--- src/slcfp_pkg.sv ---
// Shared constants and types for the sync/length/checksum frame parser.
package slcfp_pkg;

    localparam logic [7:0] SYNC_FIRST  = 8'hAA;
    localparam logic [7:0] SYNC_SECOND = 8'h55;
    localparam logic [7:0] FRAME_TAIL  = 8'h0D;
    localparam logic [7:0] CMD_MOTOR   = 8'h01;
    localparam logic [7:0] CMD_SERVO   = 8'h02;

    localparam logic [7:0] MOTOR_MIN_LEN = 8'd4;
    localparam logic [7:0] SERVO_MIN_LEN = 8'd3;

    localparam int         KEPT_DEPTH = 3;
    localparam logic [7:0] KEPT_LIMIT = 8'(KEPT_DEPTH);

    localparam logic KIND_MOTOR = 1'b0;
    localparam logic KIND_SERVO = 1'b1;

    typedef enum logic [2:0] {
        PH_IDLE     = 3'd0,
        PH_SYNC2    = 3'd1,
        PH_LENGTH   = 3'd2,
        PH_COMMAND  = 3'd3,
        PH_PAYLOAD  = 3'd4,
        PH_CHECKSUM = 3'd5,
        PH_TAIL     = 3'd6
    } phase_t;

    typedef struct packed {
        logic               command_kind;
        logic [7:0]         target_id;
        logic signed [15:0] motor_speed;
        logic [7:0]         servo_angle;
    } cmd_t;

endpackage

--- src/slcfp_rx_if.sv ---
// Byte channel into the frame parser.
interface slcfp_rx_if;
    logic       valid;
    logic       ready;
    logic [7:0] rx_byte;

    modport source (output valid, output rx_byte, input ready);
    modport sink   (input valid, input rx_byte, output ready);
endinterface

--- src/slcfp_cmd_if.sv ---
// Command channel out of the frame parser.
interface slcfp_cmd_if;
    logic               valid;
    logic               ready;
    logic               command_kind;
    logic [7:0]         target_id;
    logic signed [15:0] motor_speed;
    logic [7:0]         servo_angle;

    modport source (output valid, output command_kind, output target_id,
                    output motor_speed, output servo_angle, input ready);
    modport sink   (input valid, input command_kind, input target_id,
                    input motor_speed, input servo_angle, output ready);
endinterface

--- src/sync_length_checksum_frame_parser.sv ---
// Top level of the sync/length/checksum frame parser.
// The parser takes one received byte per transaction on rx and looks for frames
// of the form 0xAA 0x55, length L, command, L payload bytes, an 8-bit additive
// checksum over every earlier frame byte (sync bytes included) and a 0x0D tail.
// A good frame with command 0x01 and L >= 4 yields a motor transaction on cmd
// (id, big-endian signed speed from payload bytes two and three); command 0x02
// with L >= 3 yields a servo transaction (id, angle). Anything else yields
// nothing and the parser goes back to hunting for 0xAA. Throughput is one byte
// per clock while the output register can load: a byte lands in the input
// register, then runs through the phase logic and the 8-bit checksum add once
// the output register can load, and any result lands in the output register
// that drives cmd. rx.ready drops only while the output register holds an
// untaken command and cmd.ready is low.
module sync_length_checksum_frame_parser (
    input  logic         clk,
    input  logic         rst_n,
    slcfp_rx_if.sink     rx,
    slcfp_cmd_if.source  cmd
);

    // input register
    logic       in_valid_reg, in_valid_next;
    logic [7:0] in_byte_reg;

    logic            out_can_load;
    logic            advance;
    logic            rx_take;
    logic            res_valid;
    slcfp_pkg::cmd_t res;

    // the byte in the input register moves on whenever the result slot is free
    assign advance  = in_valid_reg && out_can_load;
    assign rx.ready = !in_valid_reg || out_can_load;
    assign rx_take  = rx.valid && rx.ready;

    assign in_valid_next = rx_take || (in_valid_reg && !advance);

    always_ff @(posedge clk or negedge rst_n)
    begin
        if (!rst_n)
        begin
            in_valid_reg <= 1'b0;
        end
        else
        begin
            in_valid_reg <= in_valid_next;
        end
    end

    always_ff @(posedge clk)
    begin
        if (rx_take)
        begin
            in_byte_reg <= rx.rx_byte;
        end
    end

    slcfp_parser u_parser (
        .clk       (clk),
        .rst_n     (rst_n),
        .step      (advance),
        .rx_byte   (in_byte_reg),
        .res_valid (res_valid),
        .res       (res)
    );

    slcfp_out_reg u_out (
        .clk      (clk),
        .rst_n    (rst_n),
        .load     (res_valid),
        .res      (res),
        .can_load (out_can_load),
        .cmd      (cmd)
    );

endmodule

--- src/slcfp_parser.sv ---
// Frame parser state machine, checksum accumulator and result decode.
module slcfp_parser (
    input  logic                clk,
    input  logic                rst_n,
    input  logic                step,
    input  logic [7:0]          rx_byte,
    output logic                res_valid,
    output slcfp_pkg::cmd_t     res
);

    slcfp_pkg::phase_t phase_reg, phase_next;
    logic [7:0] length_reg, length_next;
    logic [7:0] command_reg, command_next;
    logic [7:0] count_reg, count_next;
    logic [7:0] sum_reg, sum_next;
    logic [7:0] chk_reg, chk_next;
    logic [7:0] kept_reg [slcfp_pkg::KEPT_DEPTH];
    logic       kept_we;
    logic [7:0] count_inc;
    logic       frame_ok;
    logic       motor_ok;
    logic       servo_ok;

    assign count_inc = count_reg + 8'd1;

    // next phase
    always_comb
    begin
        phase_next = phase_reg;
        if (step)
        begin
            unique case (phase_reg)
                slcfp_pkg::PH_SYNC2:
                    phase_next = (rx_byte == slcfp_pkg::SYNC_SECOND) ?
                                 slcfp_pkg::PH_LENGTH : slcfp_pkg::PH_IDLE;
                slcfp_pkg::PH_LENGTH:
                    phase_next = slcfp_pkg::PH_COMMAND;
                slcfp_pkg::PH_COMMAND:
                    phase_next = (length_reg == 8'd0) ?
                                 slcfp_pkg::PH_CHECKSUM : slcfp_pkg::PH_PAYLOAD;
                slcfp_pkg::PH_PAYLOAD:
                    if (count_inc >= length_reg)
                    begin
                        phase_next = slcfp_pkg::PH_CHECKSUM;
                    end
                slcfp_pkg::PH_CHECKSUM:
                    phase_next = slcfp_pkg::PH_TAIL;
                slcfp_pkg::PH_TAIL:
                    phase_next = slcfp_pkg::PH_IDLE;
                default:
                    phase_next = (rx_byte == slcfp_pkg::SYNC_FIRST) ?
                                 slcfp_pkg::PH_SYNC2 : slcfp_pkg::PH_IDLE;
            endcase
        end
    end

    // datapath updates per phase
    always_comb
    begin
        length_next  = length_reg;
        command_next = command_reg;
        count_next   = count_reg;
        sum_next     = sum_reg;
        chk_next     = chk_reg;
        kept_we      = 1'b0;
        if (step)
        begin
            unique case (phase_reg)
                slcfp_pkg::PH_SYNC2:
                    if (rx_byte == slcfp_pkg::SYNC_SECOND)
                    begin
                        sum_next = sum_reg + rx_byte;
                    end
                slcfp_pkg::PH_LENGTH:
                begin
                    length_next = rx_byte;
                    sum_next    = sum_reg + rx_byte;
                end
                slcfp_pkg::PH_COMMAND:
                begin
                    command_next = rx_byte;
                    sum_next     = sum_reg + rx_byte;
                    count_next   = 8'd0;
                end
                slcfp_pkg::PH_PAYLOAD:
                begin
                    kept_we    = (count_reg < slcfp_pkg::KEPT_LIMIT);
                    sum_next   = sum_reg + rx_byte;
                    count_next = count_inc;
                end
                slcfp_pkg::PH_CHECKSUM:
                    chk_next = rx_byte;
                slcfp_pkg::PH_TAIL:
                    ;
                default:
                    if (rx_byte == slcfp_pkg::SYNC_FIRST)
                    begin
                        sum_next   = rx_byte;
                        count_next = 8'd0;
                    end
            endcase
        end
    end

    always_ff @(posedge clk or negedge rst_n)
    begin
        if (!rst_n)
        begin
            phase_reg   <= slcfp_pkg::PH_IDLE;
            length_reg  <= 8'd0;
            command_reg <= 8'd0;
            count_reg   <= 8'd0;
            sum_reg     <= 8'd0;
            chk_reg     <= 8'd0;
        end
        else
        begin
            phase_reg   <= phase_next;
            length_reg  <= length_next;
            command_reg <= command_next;
            count_reg   <= count_next;
            sum_reg     <= sum_next;
            chk_reg     <= chk_next;
        end
    end

    // first payload bytes only; no reset needed
    always_ff @(posedge clk)
    begin
        if (kept_we)
        begin
            kept_reg[count_reg[1:0]] <= rx_byte;
        end
    end

    // decode on the tail byte
    assign frame_ok = step && (phase_reg == slcfp_pkg::PH_TAIL)
                      && (rx_byte == slcfp_pkg::FRAME_TAIL) && (sum_reg == chk_reg);
    assign motor_ok = (command_reg == slcfp_pkg::CMD_MOTOR)
                      && (length_reg >= slcfp_pkg::MOTOR_MIN_LEN);
    assign servo_ok = (command_reg == slcfp_pkg::CMD_SERVO)
                      && (length_reg >= slcfp_pkg::SERVO_MIN_LEN);

    assign res_valid = frame_ok && (motor_ok || servo_ok);

    always_comb
    begin
        res.target_id = kept_reg[0];
        if (motor_ok)
        begin
            res.command_kind = slcfp_pkg::KIND_MOTOR;
            res.motor_speed  = {kept_reg[1], kept_reg[2]};
            res.servo_angle  = 8'd0;
        end
        else
        begin
            res.command_kind = slcfp_pkg::KIND_SERVO;
            res.motor_speed  = 16'sd0;
            res.servo_angle  = kept_reg[1];
        end
    end

endmodule

--- src/slcfp_out_reg.sv ---
// Result register driving the command channel.
module slcfp_out_reg (
    input  logic            clk,
    input  logic            rst_n,
    input  logic            load,
    input  slcfp_pkg::cmd_t res,
    output logic            can_load,
    slcfp_cmd_if.source     cmd
);

    logic            valid_reg, valid_next;
    slcfp_pkg::cmd_t data_reg;

    assign can_load = !valid_reg || cmd.ready;

    always_comb
    begin
        priority if (load)
        begin
            valid_next = 1'b1;
        end
        else if (cmd.ready)
        begin
            valid_next = 1'b0;
        end
        else
        begin
            valid_next = valid_reg;
        end
    end

    always_ff @(posedge clk or negedge rst_n)
    begin
        if (!rst_n)
        begin
            valid_reg <= 1'b0;
        end
        else
        begin
            valid_reg <= valid_next;
        end
    end

    always_ff @(posedge clk)
    begin
        if (load)
        begin
            data_reg <= res;
        end
    end

    assign cmd.valid        = valid_reg;
    assign cmd.command_kind = data_reg.command_kind;
    assign cmd.target_id    = data_reg.target_id;
    assign cmd.motor_speed  = data_reg.motor_speed;
    assign cmd.servo_angle  = data_reg.servo_angle;

endmodule

--- src/flat_wrapper.sv ---
// flat-port wrapper written by rule: the top's interface ports become plain ports
module sync_length_checksum_frame_parser_flat 
  (clk, rst_n, rx_valid, rx_rx_byte, rx_ready, cmd_valid, cmd_command_kind, cmd_target_id, cmd_motor_speed, cmd_servo_angle, cmd_ready);
  slcfp_rx_if rx_i ();
  slcfp_cmd_if cmd_i ();
  input  logic clk;
  input  logic rst_n;
  input wire logic [$bits(rx_i.valid)-1:0] rx_valid;
  input wire logic [$bits(rx_i.rx_byte)-1:0] rx_rx_byte;
  output wire logic [$bits(rx_i.ready)-1:0] rx_ready;
  output wire logic [$bits(cmd_i.valid)-1:0] cmd_valid;
  output wire logic [$bits(cmd_i.command_kind)-1:0] cmd_command_kind;
  output wire logic [$bits(cmd_i.target_id)-1:0] cmd_target_id;
  output wire logic [$bits(cmd_i.motor_speed)-1:0] cmd_motor_speed;
  output wire logic [$bits(cmd_i.servo_angle)-1:0] cmd_servo_angle;
  input wire logic [$bits(cmd_i.ready)-1:0] cmd_ready;
  assign rx_i.valid = rx_valid;
  assign rx_i.rx_byte = rx_rx_byte;
  assign rx_ready = rx_i.ready;
  assign cmd_valid = cmd_i.valid;
  assign cmd_command_kind = cmd_i.command_kind;
  assign cmd_target_id = cmd_i.target_id;
  assign cmd_motor_speed = cmd_i.motor_speed;
  assign cmd_servo_angle = cmd_i.servo_angle;
  assign cmd_i.ready = cmd_ready;
  sync_length_checksum_frame_parser u_core (.clk(clk), .rst_n(rst_n), .rx(rx_i), .cmd(cmd_i));
endmodule
--- config.mk ---
export PLATFORM = sky130hd
export DESIGN_NAME = sync_length_checksum_frame_parser_flat
export DESIGN_NICKNAME = d
export VERILOG_FILES = /design/src/slcfp_pkg.sv /design/src/slcfp_rx_if.sv /design/src/slcfp_cmd_if.sv /design/src/sync_length_checksum_frame_parser.sv /design/src/slcfp_parser.sv /design/src/slcfp_out_reg.sv /design/src/flat_wrapper.sv
export SDC_FILE = /design/constraint.sdc
export NUM_CORES = 1
export LEC_CHECK = 0
export BUFFER_PORTS_ARGS = -buffer_cell sky130_fd_sc_hd__buf_2
export CAP_MARGIN = 20
export CELL_PAD_IN_SITES_DETAIL_PLACEMENT = 0
export CELL_PAD_IN_SITES_GLOBAL_PLACEMENT = 1
export CORE_MARGIN = 3
export CORE_UTILIZATION = 44
export DETAILED_ROUTE_END_ITERATION = 7
export GPL_TIMING_DRIVEN = 0
export MAX_ROUTING_LAYER = met4
export PLACE_DENSITY_LB_ADDON = 0.05
export SYNTH_ARGS = -nofsm -noshare
export SYNTH_HDL_FRONTEND = slang
export SYNTH_SLANG_ARGS = --single-unit
export TNS_END_PERCENT = 30
--- constraint.sdc ---
create_clock -name clk -period 8.35 [get_ports clk]
set_clock_uncertainty 0.1 [all_clocks]
set_input_delay 0.835 -clock clk [delete_from_list [all_inputs] [get_ports clk]]
set_output_delay 0.835 -clock clk [all_outputs]
set_load 0.005 [all_outputs]
==> results of run 1 <==
layout make-up:
class | count | area (µm²) | share of cell area, %
Clock inverter | 5 | 65.1 | 1.13
Buffer | 13 | 70.1 | 1.22
Multi-Input combinational cell | 241 | 1770 | 30.9
Clock buffer | 11 | 243 | 4.23
Sequential cell | 110 | 3080 | 53.6
Timing Repair Buffer | 48 | 278 | 4.84
Tap cell | 140 | 175 | 3.05
Inverter | 15 | 56.3 | 0.981
logic make-up (layout without fill, tap and decap cells):
kind of cell	count (synthesis)	after routing	share of synthesized area (%)
mux	24	24	5.43
compound gates	56	56	7.21
fa+ha+maj	20	20	5.18
buf+inv	28	92	2.54
flops	110	110	61.8
simple gates	122	122	14.5
xor+xnor	19	19	3.34
power by group:
group / switching [mW] / internal [mW] / total, mW / leakage [nW]
Combinational: 0.0262 / 0.0198 / 0.0460 / 1.10
Sequential: 0.0156 / 0.582 / 0.598 / 1.25
Clock: 0.195 / 0.244 / 0.440 / 0.151
Total: 0.237 / 0.846 / 1.08 / 2.49
cells in the final DEF (no fill, tap or decap), types with 2 or more instances in the layout:
cell type  count
nand4_1        4
nand4b_1       3
clkbuf_16      9
a31oi_1        3
nor2b_1       16
dfrtp_1       45
a211oi_1       5
or4_4          2
clkinv_4       2
a21oi_1       11
xnor2_1        7
nand2b_1       5
clkbuf_1       6
buf_2         51
ha_1          19
inv_6          2
nor3_1         4
o21a_1         2
mux2_2        24
o21ai_0       20
a22o_1         5
nor4_1         4
and2_1        21
edfxtp_1      65
buf_4          2
o31ai_1        3
nor2_1        13
and4b_1        2
nand3_1        9
xor2_1        12
or3_1          3
a41oi_1        2
and3_1         5
inv_1         15
nand2_1       21
final timing paths:
check / end / startpoint / slack [ps]
worst min-delay path: u_core.u_parser.count_reg[2] / rst_n / 200
max in group asynchronous: u_core.u_parser.sum_reg[7] / rst_n / 7490
worst min register to register: u_core.u_out.cmd.target_id[0] / u_core.u_parser.kept_reg[0][0] / 320
worst max-delay path: u_core.u_out.cmd.motor_speed[15] / cmd_ready / 5410
min in group clk: u_core.u_out.cmd.target_id[0] / u_core.u_parser.kept_reg[0][0] / 320
worst max register to register: u_core.u_out.cmd.motor_speed[15] / u_core.u_parser.command_reg[5] / 5560
worst register-to-register path: cells and delay by family (launching register included):
family | cells | cell delay (ps)
DFF | 1 | 380
buffers and inverters | 2 | 650
and+or+nand+nor | 4 | 1360
per-layer routing:
| layer | part of all wire [%] | global-route usage (%) | wire, µm | vias to the layer above |
|---|---|---|---|---|
| met2 | 47 | 24.9 | 4400 | 56 |
| li1 | - | - | - | 1499 |
| met4 | 2.0 | 6.09 | 185 | 0 |
| met3 | 4.2 | 3.56 | 393 | 12 |
| met1 | 47 | 22.7 | 4470 | 1433 |
| met5 | 0 | - | 0 | - |
stage by stage:
stage,util (%),std cells,hold WS [ps]
5_1_grt,52.5,583,195
2_1_floorplan,-,379,300
3_3_place_gp,49.2,565,301
4_1_cts,52.0,581,321
6_report,52.5,583,201
3_5_place_dp,49.2,565,305
==> qor.csv, run 1 <==
metric,value,unit
postCtsResizedCells,0,
antenna_left,0,
postLayoutCellArea,0.00574,mm²
crit_chain,buf_2 -> nand2b_1 -> and2_1 -> clkbuf_1 -> nand3_1 -> or4_4 -> inv_1 -> buf_16,
yosys_warnings,0,
placed_cell_area,0.00538,mm²
io_buffers,46,
gp_congestion,0.753,
synth_enable_flop_cells,65,
worstMarginPinSlew,795,ps
dieArea,0.0126,mm²
setup_tns,0,ps
slew-limit-headroom,46.8,%
leakage,2.49,nW
antenna_found_initial,0,
cts_tree,done,
worst_slack,5410,ps
numClockSinks,110,
yosysSeqAreaShare,61.8,%
start_util,45.5,%
drt-wirelength-per-cell,16.2,µm
syn2layout_area_growth,15.3,%
grt_pass1_wl,15.8,mm
cp_max_fo,22,
worstSetupPathType,input pin to register,
routed_wl,9.45,mm
ios,47,
die_y,112,µm
synth_cells,379,
post_cts_buffers,0,
status,"complete, no violations",
n_antenna_cell,0,
avgSynthCellArea,13.1,µm²
viasPerCell,5.15,
grt.overflow.total,0,
rsz0062_at_grt,false,
cts_made_buffers,9,
htree_levels,3,
synth_most_common_cell,edfxtp_1,
synth_top_area_share,39.2,%
hold_violations,0,
ys.flop_type,edfxtp_1,
critPathSlowestCell,or4_4,
cp-start-kind,input pin,
synth_seq_cells,110,
postCtsHoldBufs,0,
clk_latency,350,ps
slew_violations,0,
async_flop_share,40.9,%
clock_path_buffers,2,
irDropWorstVdd,0.000110,V
pre_cts_slack,4710,ps
required,8300,ps
route.detailed.drc,0,
power,1.08,mW
fin_nets,470,
chipWidth,112,µm
grt_pass1_vias,2979,
grt_max_degree,46,
cpPeakStageDelay,560,ps
finalSetupViolCount,0,
powerDensity,189,mW/mm²
worstHoldPathType,input pin to async pin,
core_area,0.0109,mm²
grt_use_total,16.7,%
path_buf_inv,4,
maxCapViolations,0,
row_count,38,
drive_gt1_share,23.9,%
synthDistinctLibCells,49,
crit_family,simple AND/OR/NAND/NOR gates,
finalCriticalPeriod,2940,ps
synth_common_cells,"65 x edfxtp_1, 45 x dfrtp_1, 24 x mux2_2",
vias,3000,
firstDrtPassIters,4,
critical_path_depth,8,
path_clk_slew,80,ps
endpoint_kind,register,
largest_reg_flops,24,
fmax,341,MHz
finalCritPeriodShare,35.2,%
r2r_cells,6,
cts-root-buf,clkbuf_16,
post-dp-hpwl,6.61,mm
synth_nets,411,
arrival,2890,ps
drt_iter0_drc,125,
synth_top_cell_by_area,edfxtp_1,
syn_area,0.00498,mm²
num-fill-cells,989,
synth_area_leaders,"edfxtp_1 39%, dfrtp_1 23%, mux2_2 5.4%, ha_1 4.8%, and2_1 2.6%",
Power figures use the tool's default switching activity.
==> run 2: changes to the inputs <==
==> constraint.sdc (replaced) <==
create_clock -name clk -period 2.9 [get_ports clk]
set_clock_uncertainty 0.1 [all_clocks]
set_input_delay 0.29 -clock clk [delete_from_list [all_inputs] [get_ports clk]]
set_output_delay 0.29 -clock clk [all_outputs]
set_load 0.005 [all_outputs]
==> run 2 against run 1 <==
Critical path depth down 3. Largest power group unchanged. Count of clock-buffer cells in the layout unchanged. Highest routed layer unchanged. Combinational power rose to 2.9 times the previous value. Critical path type is now register to register. Final area down 0.24%. Core utilization down 0.13 points.
==> qor.csv, run 2 (synthesized netlist as in run 1, its figures left out) <==
metric,value,unit
worstMarginPinSlew,796,ps
fmax,368,MHz
largest_reg_flops,24,
rsz0062_at_grt,false,
viasPerCell,5.18,
path_clk_slew,70,ps
hold_end,u_core.in_byte_reg[3],
firstDrtPassIters,4,
leakage,2.47,nW
finalCriticalPeriod,2720,ps
r2r_cells,5,
chipWidth,112,µm
fin_util,52.3,%
p_comb_share,4.3,%
hold_depth,1,
p_clk_share,40.6,%
endpoint_kind,register,
cts_made_buffers,9,
finalSetupViolCount,0,
post_cts_buffers,0,
finalCritPeriodShare,93.8,%
required,2780,ps
htree_levels,3,
irDropWorstVdd,0.000316,V
timing.rr.start,u_core.u_parser.command_reg[4],
powerDensity,546,mW/mm²
antenna_found_initial,0,
clock_path_buffers,2,
slew-limit-headroom,46.7,%
route.detailed.drc,0,
cp-start-kind,register,
ff2ff_setup_slack,180,ps
min_from,rx_rx_byte[3],
drt-wirelength-per-cell,16.2,µm
io_buffers,46,
n_antenna_cell,0,
fin_nets,470,
grt_max_degree,46,
cts_tree,done,
worstHoldPathType,input pin to register,
place_inst,565,
grt.overflow.total,0,
clk_latency,350,ps
drt_iter0_drc,157,
layout_commonest_cell,edfxtp_1,
gp_congestion,0.753,
worstSetupPathType,register to register,
power,3.12,mW
grt_pass1_vias,2979,
cp_max_fo,33,
arrival,2600,ps
grt_pass1_wl,15.8,mm
maxCapViolations,0,
final_cells,583,
num-fill-cells,991,
die_y,112,µm
final_cell_mix,"65 x edfxtp_1, 51 x buf_2, 45 x dfrtp_1",
p_int,2.44,mW
sw_frac_of_total,21.9,%
drive_gt1_share,23.9,%
numClockSinks,110,
cts-root-buf,clkbuf_16,
hold_violations,0,
ios,47,
row_count,38,
slew_violations,0,
start_util,45.5,%
grt_use_total,16.7,%
antenna_left,0,
pwr-share-seq,55.1,%
post-dp-hpwl,6.61,mm
dieArea,0.0126,mm²
status,"complete, no violations",
syn2layout_area_growth,15.0,%
routed_wl,9.45,mm
vias,3021,
p_sw,0.685,mW
core_area,0.0109,mm²
reg2reg_to,u_core.u_out.cmd.motor_speed[14],
==> run 2: cell types whose count changed in the layout (fill, tap and decap cells not counted), sizes merged <==
cell | previous run | this run
dlygate4sd3 | 0 | 1
clkinvlp | 0 | 1
buf | 56 | 55
inv | 17 | 16
==> run 2: power by group through the flow <==
stage | Combinational, mW | Sequential [mW] | Clock (mW)
final | 0.134 | 1.72 | 1.27
after global routing | 0.155 | 1.73 | 1.37
after CTS | 0.131 | 1.72 | 1.29
after detailed placement | 0.130 | 1.76 | 0
after global placement | 0.129 | 1.75 | 0
after floorplan | 0.0892 | 1.73 | 0
==> run 2: worst max-delay path by stage <==
stage | startpoint | endpoint | slack [ps] | cells after the start
after floorplan | u_core.u_parser.command_reg[5] | u_core.u_out.cmd.command_kind | 120 | 5
after global placement | u_core.u_parser.command_reg[5] | u_core.u_out.cmd.servo_angle[4] | -230 | 5
after detailed placement | u_core.u_parser.command_reg[5] | u_core.u_out.cmd.motor_speed[12] | -260 | 5
after CTS | u_core.u_parser.command_reg[5] | u_core.u_out.cmd.motor_speed[15] | 140 | 5
after global routing | u_core.u_parser.command_reg[4] | u_core.u_out.cmd.motor_speed[9] | 60 | 5
final | u_core.u_parser.command_reg[4] | u_core.u_out.cmd.motor_speed[14] | 180 | 5
==> run 2: worst max-delay path, cell delays in order (launching register included) <==
cell and delay (ps):
dfrtp_1 390, or4_4 520, nor3_2 170, nand4b_1 130, or4_4 560, clkinvlp_4 480
==> run 2: final cells by class <==
cell class,count,area (µm²),share of cell area [%]
Buffer,13,70.1,1.22
Inverter,15,60.1,1.05
Timing Repair Buffer,48,260,4.55
Clock buffer,11,243,4.24
Tap cell,140,175,3.06
Sequential cell,110,3080,53.8
Clock inverter,5,65.1,1.14
Multi-Input combinational cell,241,1770,31.0
==> run 2: what timing repair did <==
item	4_1_cts	5_1_grt
hold endpoints to repair	0	45
endpoints found under the setup margin	33	0
hold buffers	0	1
resized for setup	1	0
==> run 2: metal layers <==
| layer | share of wire, % | up-vias | global-route usage [%] |
|---|---|---|---|
| met2 | 46 | 58 | 24.9 |
| met1 | 48 | 1449 | 22.7 |
| met3 | 4.0 | 12 | 3.56 |
| met5 | 0 | - | - |
| met4 | 1.9 | 0 | 6.09 |
| li1 | - | 1502 | - |
==> run 2: through the flow <==
stage	worst slack [ps]	hold slack [ps]	setup TNS (ps)	area (µm²)
after floorplan	123	-106	0	4980
after global placement	-225	301	-7390	5380
after detailed placement	-257	305	-8430	5380
after CTS	143	9.66	0	5690
after global routing	55.9	5.35	0	5720
final	181	19.0	0	5720
==> run 3: changes to the inputs <==
--- a/config.mk
+++ b/config.mk
@@ -11,6 +11,7 @@
 export CELL_PAD_IN_SITES_GLOBAL_PLACEMENT = 1
 export CORE_MARGIN = 3
 export CORE_UTILIZATION = 44
+export CTS_BUF_LIST = sky130_fd_sc_hd__clkbuf_16
 export DETAILED_ROUTE_END_ITERATION = 7
 export GPL_TIMING_DRIVEN = 0
 export MAX_ROUTING_LAYER = met4
==> run 3 against run 2 <==
Global-route usage hardly changed. Flip-flop and latch count did not move. Largest power group unchanged. Non-clock buffer count stayed put. Cell count is the same. Core utilization is 0.091 points lower. Critical path depth unchanged. Final area fell by 0.17%. Critical endpoint unchanged. Register-to-register slack barely moved. First-iteration DRC count grew 1.3%. Clock power decreased by 3%. Critical path type unchanged. Sequential power hardly changed. Fmax rose by 0.27%.
==> qor.csv, run 3 (synthesized netlist as in run 1, its figures left out) <==
metric,value,unit
slew_violations,0,
timing.rr.start,u_core.u_parser.command_reg[4],
hold_depth,1,
num-fill-cells,993,
rsz0062_at_grt,false,
required,2780,ps
grt_use_total,16.7,%
drt_iter0_drc,159,
grt.overflow.total,0,
gp_congestion,0.753,
wl_met3,336,µm
r2r_cells,5,
post-dp-hpwl,6.61,mm
setup_tns,0,ps
antenna_found_initial,0,
grt_pass1_wl,15.8,mm
worstHoldPathType,input pin to register,
drt-wirelength-per-cell,16.2,µm
hold_end,u_core.in_byte_reg[3],
grt_max_degree,46,
clock_path_buffers,2,
core_area,0.0109,mm²
cts_made_buffers,9,
vias,3013,
routed_wl,9.44,mm
met1_length,4.52,mm
sw_frac_of_total,22.0,%
finalCriticalPeriod,2710,ps
htree_levels,3,
viasPerCell,5.17,
min_from,rx_rx_byte[3],
cp-start-kind,register,
arrival,2590,ps
ff2ff_setup_slack,190,ps
hold_violations,0,
numClockSinks,110,
status,"complete, no violations",
finalSetupViolCount,0,
ios,47,
worstSetupPathType,register to register,
io_buffers,46,
endpoint_kind,register,
p_comb_share,4.3,%
clk_latency,350,ps
chipWidth,112,µm
register_area,0.00308,mm²
wl_met2,4.40,mm
grt_pass1_vias,2979,
maxCapViolations,0,
irDropWorstVdd,0.000316,V
largest_reg_flops,24,
path_clk_slew,70,ps
antenna_left,0,
reg2reg_to,u_core.u_out.cmd.motor_speed[14],
dieArea,0.0126,mm²
route.detailed.drc,0,
cts-root-buf,clkbuf_16,
n_antenna_cell,0,
fmax,369,MHz
cp_max_fo,33,
cts_tree,done,
powerDensity,540,mW/mm²
drive_gt1_share,23.7,%
pwr-share-seq,55.8,%
start_util,45.5,%
p_clk_share,39.9,%
hold_slack,20.5,ps
firstDrtPassIters,4,
finalCritPeriodShare,93.5,%
leakage,2.47,nW
p_int,2.41,mW
die_y,112,µm
worstMarginPinSlew,791,ps
slew-limit-headroom,47.1,%
row_count,38,
p_sw,0.678,mW
multi_input_area,0.00177,mm²
fin_nets,470,
final_cell_mix,"65 x edfxtp_1, 51 x buf_2, 45 x dfrtp_1",
maxUsedRoutingLayer,met4,
syn2layout_area_growth,14.8,%
layout_commonest_cell,edfxtp_1,
==> run 3: changes by cell type in the layout (fill, tap and decap cells not counted), sizes merged <==
cell    previous run  this run
clkinv             2         3
clkbuf            16        14
inv               16        17
==> run 3: cell type report <==
type / instances / area share, %
clock buffer: 9 / 3.94
inverter: 15 / 1.05
timing repair buffer: 48 / 4.55
buffer: 13 / 1.23
sequential: 110 / 53.9
tap: 140 / 3.07
multi-input combinational: 241 / 31.0
clock inverter: 7 / 1.27
==> run 3: critical path, stage by stage (launching register included) <==
cell	delay [ps]
dfrtp_1	390
or4_4	520
nor3_2	170
nand4b_1	120
or4_4	560
clkinvlp_4	480
==> run 3: worst max-delay path by stage <==
| stage | startpoint | depth (start not counted) | end |
|---|---|---|---|
| 5_1_grt | u_core.u_parser.command_reg[4] | 5 | u_core.u_out.cmd.motor_speed[9] |
| 4_1_cts | u_core.u_parser.command_reg[5] | 5 | u_core.u_out.cmd.motor_speed[15] |
| 2_1_floorplan | u_core.u_parser.command_reg[5] | 5 | u_core.u_out.cmd.command_kind |
| 3_3_place_gp | u_core.u_parser.command_reg[5] | 5 | u_core.u_out.cmd.servo_angle[4] |
| 6_report | u_core.u_parser.command_reg[4] | 5 | u_core.u_out.cmd.motor_speed[14] |
| 3_5_place_dp | u_core.u_parser.command_reg[5] | 5 | u_core.u_out.cmd.motor_speed[12] |
==> run 3: power groups by stage <==
| stage | registers, mW | clock network [mW] | logic (mW) |
|---|---|---|---|
| after floorplan | 1.73 | 0 | 0.0892 |
| after global placement | 1.75 | 0 | 0.129 |
| after detailed placement | 1.76 | 0 | 0.130 |
| after CTS | 1.72 | 1.26 | 0.131 |
| after global routing | 1.73 | 1.34 | 0.155 |
| final | 1.72 | 1.23 | 0.134 |
==> run 3: what timing repair did <==
| action | 4_1_cts | 5_1_grt |
|---|---|---|
| hold endpoints to repair | 0 | 45 |
| resized for setup | 1 | 0 |
| buffers inserted | 0 | 0 |
| endpoints found under the setup margin | 33 | 0 |
| hold buffers | 0 | 1 |
==> run 3: stage by stage <==
stage / instances / setup WS [ps] / instance area, µm² / util [%] / power (mW)
after global routing: 583 / 55.9 / 5710 / 52.3 / 3.22
after floorplan: 379 / 123 / 4980 / - / 1.82
after CTS: 581 / 144 / 5680 / 52.0 / 3.11
after global placement: 565 / -225 / 5380 / 49.2 / 1.88
final: 583 / 188 / 5710 / 52.3 / 3.09
after detailed placement: 565 / -257 / 5380 / 49.2 / 1.89
==> run 3: per-layer routing <==
metal / global-route usage, % / vias up
met1: 22.6 / 1444
met3: 3.56 / 12
met2: 25.0 / 51
li1: - / 1506
met5: - / -
met4: 6.09 / 0
